===== src/design/nsr_pkg.sv =====
// Shared types and fixed-point constants for the normal strength renormalize unit.
// No dependencies; imported by every module of the block.
package nsr_pkg;

    localparam int STRENGTH_W    = 16;
    localparam int STRENGTH_FRAC = 12;
    localparam int WORK_FRAC     = 26;
    // Scaled tangent magnitudes never exceed 2^29 in the Q.26 working format.
    localparam int MAG_W         = 30;
    localparam int SUM_W         = 60;
    localparam int ROOT_W        = 30;

    localparam logic signed [STRENGTH_W-1:0] STRENGTH_RESET = 16'sd4096;

    typedef struct packed {
        logic             neg_u;
        logic             neg_v;
        logic [MAG_W-1:0] mag_u;
        logic [MAG_W-1:0] mag_v;
    } tangent_side_t;

endpackage


===== src/design/nsr_recip.sv =====
// Pipelined rounded reciprocal: round(2^(QUOT_W+WORK_FRAC-1) / root), one quotient bit a stage.
// Depends on nsr_pkg for widths and the tangent side-band struct.
module nsr_recip
    import nsr_pkg::*;
#(
    parameter int QUOT_W = 16
)
(
    input  logic                clk,
    input  logic                rst_n,
    input  logic                in_valid,
    input  logic [ROOT_W-1:0]   in_root,
    input  tangent_side_t       in_side,
    output logic                out_valid,
    output logic [QUOT_W-1:0]   out_quot,
    output tangent_side_t       out_side
);

    localparam int STEPS = QUOT_W;
    localparam int EXT_W = ROOT_W + QUOT_W;

    logic [STEPS:0]      valid_reg;
    logic [ROOT_W-1:0]   div_reg  [STEPS+1];
    logic [ROOT_W-1:0]   rem_reg  [STEPS+1];
    logic [QUOT_W-1:0]   low_reg  [STEPS+1];
    logic [QUOT_W-1:0]   quot_reg [STEPS+1];
    tangent_side_t       side_reg [STEPS+1];
    logic [ROOT_W-1:0]   rem_next  [STEPS];
    logic [QUOT_W-1:0]   quot_next [STEPS];
    logic [EXT_W-1:0]    half_ext;
    logic [ROOT_W-1:0]   rem_first;

    // The dividend is 2^(QUOT_W+25) plus half the root for rounding. Its leading part
    // is already below the root, so only QUOT_W quotient bits remain to be found.
    always_comb
    begin
        half_ext  = EXT_W'(in_root >> 1);
        rem_first = ROOT_W'(half_ext >> QUOT_W) | (ROOT_W'(1) << (WORK_FRAC - 1));
    end

    always_comb
    begin
        logic [ROOT_W:0] shifted;
        logic            take;
        shifted = '0;
        take    = 1'b0;
        for (int i = 0; i < STEPS; i++)
        begin
            shifted = {rem_reg[i], low_reg[i][QUOT_W-1-i]};
            take    = (shifted >= {1'b0, div_reg[i]});
            if (take)
            begin
                rem_next[i] = ROOT_W'(shifted - {1'b0, div_reg[i]});
            end
            else
            begin
                rem_next[i] = shifted[ROOT_W-1:0];
            end
            quot_next[i] = {quot_reg[i][QUOT_W-2:0], take};
        end
    end

    always_ff @(posedge clk or negedge rst_n)
    begin
        if (!rst_n)
        begin
            valid_reg <= '0;
        end
        else
        begin
            valid_reg <= {valid_reg[STEPS-1:0], in_valid};
        end
    end

    always_ff @(posedge clk)
    begin
        div_reg[0]  <= in_root;
        rem_reg[0]  <= rem_first;
        low_reg[0]  <= half_ext[QUOT_W-1:0];
        quot_reg[0] <= '0;
        side_reg[0] <= in_side;
        for (int i = 0; i < STEPS; i++)
        begin
            div_reg[i+1]  <= div_reg[i];
            rem_reg[i+1]  <= rem_next[i];
            low_reg[i+1]  <= low_reg[i];
            quot_reg[i+1] <= quot_next[i];
            side_reg[i+1] <= side_reg[i];
        end
    end

    assign out_valid = valid_reg[STEPS];
    assign out_quot  = quot_reg[STEPS];
    assign out_side  = side_reg[STEPS];

endmodule


===== config.mk =====
export PLATFORM = sky130hd
export DESIGN_NAME = nsr_recip
export DESIGN_NICKNAME = d
export VERILOG_FILES = /design/src/design/nsr_pkg.sv /design/src/design/nsr_recip.sv
export SDC_FILE = /design/constraint.sdc
export NUM_CORES = 2
export LEC_CHECK = 0
export BUFFER_PORTS_ARGS = -buffer_cell sky130_fd_sc_hd__buf_4
export CAP_MARGIN = 20
export CORE_MARGIN = 1.5
export CORE_UTILIZATION = 55
export DETAILED_ROUTE_END_ITERATION = 8
export GPL_TIMING_DRIVEN = 1
export HOLD_SLACK_MARGIN = 0.12
export PLACE_DENSITY = 0.68
export SYNTH_ARGS = -nofsm -noshare
export SYNTH_HDL_FRONTEND = slang
export SYNTH_SLANG_ARGS = --single-unit

===== constraint.sdc =====
create_clock -name clk -period 9.57 [get_ports clk]
set_input_delay 0.4785 -clock clk [delete_from_list [all_inputs] [get_ports clk]]
set_output_delay 0.4785 -clock clk [all_outputs]
set_load 0.005 [all_outputs]

; Yosys cells after proc, flatten, opt, wreduce, memory -nomap -nowiden
; Memories as Yosys holds them, arrays and structs flattened.
; Cells that the tools add are included.
[totals]
memories = 5
wordCells = 54
input_bits = 95
out_inout_bits = 79
ff_bits = 17
mem_bits_rw = 2618
[op_classes]
muxes = 16
add_sub_neg = 16
order_cmp = 16
[mem_list]
columns = name, depth, word_bits, rd, rd_clocked_by_memory_dff, wr, line_no
row1 = side_reg, 17, 62, 17, 0, 17, nsr_recip.sv:27  ; tangent_side_t side_reg [STEPS+1];
row2 = div_reg, 17, 30, 16, 0, 17, nsr_recip.sv:23  ; logic [ROOT_W-1:0] div_reg [STEPS+1];
row3 = rem_reg, 17, 30, 16, 0, 17, nsr_recip.sv:24  ; logic [ROOT_W-1:0] rem_reg [STEPS+1];
row4 = low_reg, 17, 16, 16, 0, 17, nsr_recip.sv:25  ; logic [QUOT_W-1:0] low_reg [STEPS+1];
row5 = quot_reg, 17, 16, 17, 0, 17, nsr_recip.sv:26  ; logic [QUOT_W-1:0] quot_reg [STEPS+1];
[op_table]
columns = op, n
row1 = 31-bit by 30-bit greater-or-equal comparator with 1-bit output, 16
row2 = 30-bit 2-to-1 mux, 16
row3 = 30-bit subtractor, 16

; Longest topological paths before layout
; An unclocked memory read counts as a cell.
[logic_depth]
depth_word = 3
mapped_depth = 16
mapped_depth_nobuf = 15

; Worst setup path after synthesis
; OpenSTA, ideal clock, no wires.
[synth_path]
path_kind = reg-to-reg
start = memory div_reg[14][1], in the netlist div_reg[0][421]
end = memory rem_reg[15][22], in the netlist rem_reg[0][472]
t_arrival_ns = 3.151
stages_incl_launch_ff = 15
setup_time_ns = 0.121
setup_slack_ns = 6.299
required_time_ns = 9.449
period_less_slack_ns = 3.271
n_path_buf = 1
path_cell_list = dfxtp_1 -> inv_1 -> ha_1 -> nor2b_1 -> o31a_1 -> o31a_1 -> o21a_1 -> a221o_1 -> a31oi_1 -> nor2b_1 -> o21ai_1 -> a21oi_1 -> nor4_4 -> buf_4 -> mux2_2
[synth_lines]
columns = item, line_no
row1 = "start, declared", nsr_recip.sv:23
row2 = "end, declared", nsr_recip.sv:24

==> summary.md <==
| Metric | Value |
|---|---|
| FP Rows | `132` |
| Worst reg2reg path depth | `13` |
| Top delay family on crit path | `compound AO/OA/AOI/OAI gates` |
| WL per Instance | `16.0 um` |
| CP Capture Type | `flip-flop` |
| Async SR Flop Fraction | `0.796%` |
| Number of flip-flops in the largest register | `1054` |
| Commonest cells in the netlist | `dfxtp_1, inv_1, ha_1` |
| Drt total wl | `138 mm` |
| RSZ-0062 raised after global routing | `no` |
| Max stage delay cell, worst path | `o31ai_1` |
| Seq/Total Area, Yosys | `59.9%` |
| Num CTS Buffers | `198` |
| Simple-gate area share of the yosys netlist | `7.44%` |
| Number of I/O pins | `174` |
| Endpoints failing setup | `0` |
| Syn nets | `6956` |
| Total power draw | `28.4 mW` |
| Cell Area, Synth | `71500 um2` |
| Area of the core | `129000 um2` |
| Initial DRC count | `1990` |
| Number of distinct library cells after synthesis | `77` |
| Largest family of logic cells by synthesized area | `compound AO/OA/AOI/OAI gates` |
| Pwr/cell area | `346 nW/um2` |
| Yosys warning total | `0` |
| Area contributors post-synth | `dfxtp_1, ha_1, mux2_2, inv_1, xnor2_1` |
| Layout cell share with drive strength beyond 1 | `11.3%` |
| First-pass GRT wire length | `219 mm` |
| Worst Path Class, Setup | `reg2reg` |
| Die Area | `132000 um2` |
| Layout area overhead | `14.9%` |
| Critical Path End | `rem_reg[0][288]$_DFF_P_` |
| Cell mode on critical path | `a21oi_1` |
| Synth area leader | `dfxtp_1` |
| Fmax | `0.231 GHz` |
| Design area | `82200 um2` |
| Min-delay worst type | `in2reg` |
| Vias in the first global route | `43857` |
| Slew HR | `23.1%` |
| CTS tree | `built` |
| H-tree depth | `4` |
| Hold Startpoint | `in_root[20]` |
| Critical Path Fanout Max | `31` |
| Chip Width | `364 um` |
| DR vias | `43345` |
| Pre-Repair DR Iteration Count | `5` |
| Top_reg_cell synth | `dfxtp_1` |
| LEAKAGE | `37.6 nW` |
| EDFF count, synth | `0` |
| Detailed placement HPWL | `103 mm` |
| Initial Utilization | `55.3%` |
| NumNets Final | `7281` |
| Total global routing overflow | `0` |
| Post-route minimum period | `4.34 ns` |
| Syn Area/Cell | `11.2 um2` |
| Setup TNS | `0 ns` |
| Dominant cell by count in the synthesized netlist | `dfxtp_1` |
| Vias per cell | `5.03` |
| Hold slack final | `0.257 ns` |
| Startpoint types | `flip-flop` |
| Routed Antenna Nets | `0` |
| Clock Pin Slew Worst Setup and Hold Paths | `0.06 ns` |
| CP Cell Sequence | `inv_1 -> ha_1 -> nor2b_1 -> o21a_1 -> o21ai_0 -> a21oi_1 -> o21a_1 -> a21oi_1 -> o31ai_1 -> a21oi_1 -> o21ai_0 -> a41o_2 -> mux2_2` |
| Reg2reg end | `rem_reg[0][288]$_DFF_P_` |
| Final worst path period share | `45.3%` |
| Measured slew at the worst slew-check pin | `1.12 ns` |
| Fin Clk Skew | `0.0874 ns` |
| Placed cells | `8153` |
| Synth Area in Compound Gates | `11.7%` |
| GPL Wtd Cong | `0.950` |
| Clk_lat worst skew | `0.86 ns` |
| Max-cap violations | `0` |
| Crit path depth | `13` |
| Worst endpoint data arrival time | `4.98 ns` |
| Largest net degree at the start of global routing | `61` |
| Yosys top cell area share | `59.3%` |
| Finished Layout Cells | `8613` |
| Area post-placement | `74300 um2` |
| XOR/XNOR share of the synthesized area | `4.49%` |
| Crit path required time | `10.21 ns` |
| Crit-path max cell delay | `0.85 ns` |
| Clock Path Buffers | `3` |
| Maximum VDD drop | `240 uV` |
| Slew Viols, Final | `0` |
| Die H | `364 um` |
| CTS Sinks | `2137` |
| Seq cells post-synth | `2137` |
| Post-route DRC | `0` |
| Root buf cell | `clkbuf_16` |
| Synth Area in Adders | `8.53%` |
| Post-synthesis mux area share | `3.65%` |
| Synthesized instance count | `6382` |
| PortBufs | `173` |
| Worst reg2reg setup slack | `5.23 ns` |
| Status | `complete, no violations` |
| Fin. Hold Viols | `0` |
| Reg-to-Reg Start | `div_reg[0][241]$_DFF_P_` |
| Worst setup path startpoint | `div_reg[0][241]$_DFF_P_` |
| Tot GR Track Use | `20.8%` |
| Initial antenna violation count | `1` |
| CP bufs+invs | `1` |
-- worst register-to-register path, delay by kind of cell (launching register included) --
| kind | cells | cell delay [ns] |
|---|---|---|
| adders and majority gates | 1 | 0.29 |
| muxes | 1 | 0.45 |
| and+or+nand+nor | 1 | 0.13 |
| buffers and inverters | 1 | 0.06 |
| DFF | 1 | 0.39 |
| AOI/OAI and AO/OA | 9 | 2.84 |
-- worst min path at each step --
stage                          endpoint  slack (ns)  cells past startpoint
3_5_place_dp   quot_reg[0][129]$_DFF_P_        0.31                      0
2_1_floorplan    valid_reg[0]$_DFF_PN0_        0.18                      0
5_1_grt          div_reg[0][23]$_DFF_P_        0.21                      2
4_1_cts          div_reg[0][20]$_DFF_P_        0.19                      2
3_3_place_gp   side_reg[0][351]$_DFF_P_        0.31                      0
6_report         div_reg[0][20]$_DFF_P_        0.26                      2
-- repair_timing --
item | in CTS | in global routing
gates resized for setup | 0 | 0
endpoints found under the setup margin | 0 | 0
hold buffers | 95 | 0
setup buffers | 0 | 0
hold endpoints to repair | 110 | 0
-- report_power, final --
part           internal (mW)  leakage (nW)  total, mW  switching, mW
Combinational           4.19          16.1       9.23           5.04
Sequential              10.4          18.1       11.2          0.782
Clock                   4.65          3.40       8.00           3.35
-- stage by stage --
stage	setup slack (ns)	util (%)
2_1_floorplan	6.30	-
4_1_cts	5.22	63.6
5_1_grt	4.89	63.6
6_report	5.23	63.6
3_5_place_dp	5.30	57.5
3_3_place_gp	5.32	57.5
-- cells by family after synthesis --
group,after synthesis
flops,2137
fa+ha+maj,479
buf+inv,740
simple gates,1103
xor+xnor,367
compound gates,1325
mux,231
-- routing by layer --
layer	global-route usage, %	vias to the layer above	wire length (um)
met5	0	-	0
met4	12.4	0	7940
met3	3.75	353	4360
met2	39.6	734	72500
met1	21.0	20025	53100
li1	-	22233	-
-- area by class of cell --
type,count,area (um2)
Clock inverter,96,1320
Sequential cell,2137,42900
Tap cell,1742,2180
Fill cell,10196,47100
Timing Repair Buffer,285,2390
Antenna cell,1,2.50
Multi-Input combinational cell,3505,25700
Inverter,580,2180
Clock buffer,267,5600
-- layout by cell type (no fill, tap or decap), drive strengths merged, types with 12 or more instances in the layout --
cell,n
o41ai,12
o21a,57
fa,15
a221oi,14
buf,190
a211oi,30
o21ai,347
clkinv,63
and2,21
o211ai,18
nor2b,77
a21oi,371
xnor2,215
or2,16
nor2,238
o21bai,49
nand2b,54
dfxtp,2120
nor4,13
and3,58
clkbuf,267
a21boi,29
mux2i,21
or3,26
a31oi,40
mux2,210
nand4,61
nand3,85
ha,464
xor2,152
dfrtp,17
nand2,360
bufinv,18
dlygate4sd3,95
inv,588
a21o,220
nor3,64
o31ai,23
(Power assumes the default switching activity.)
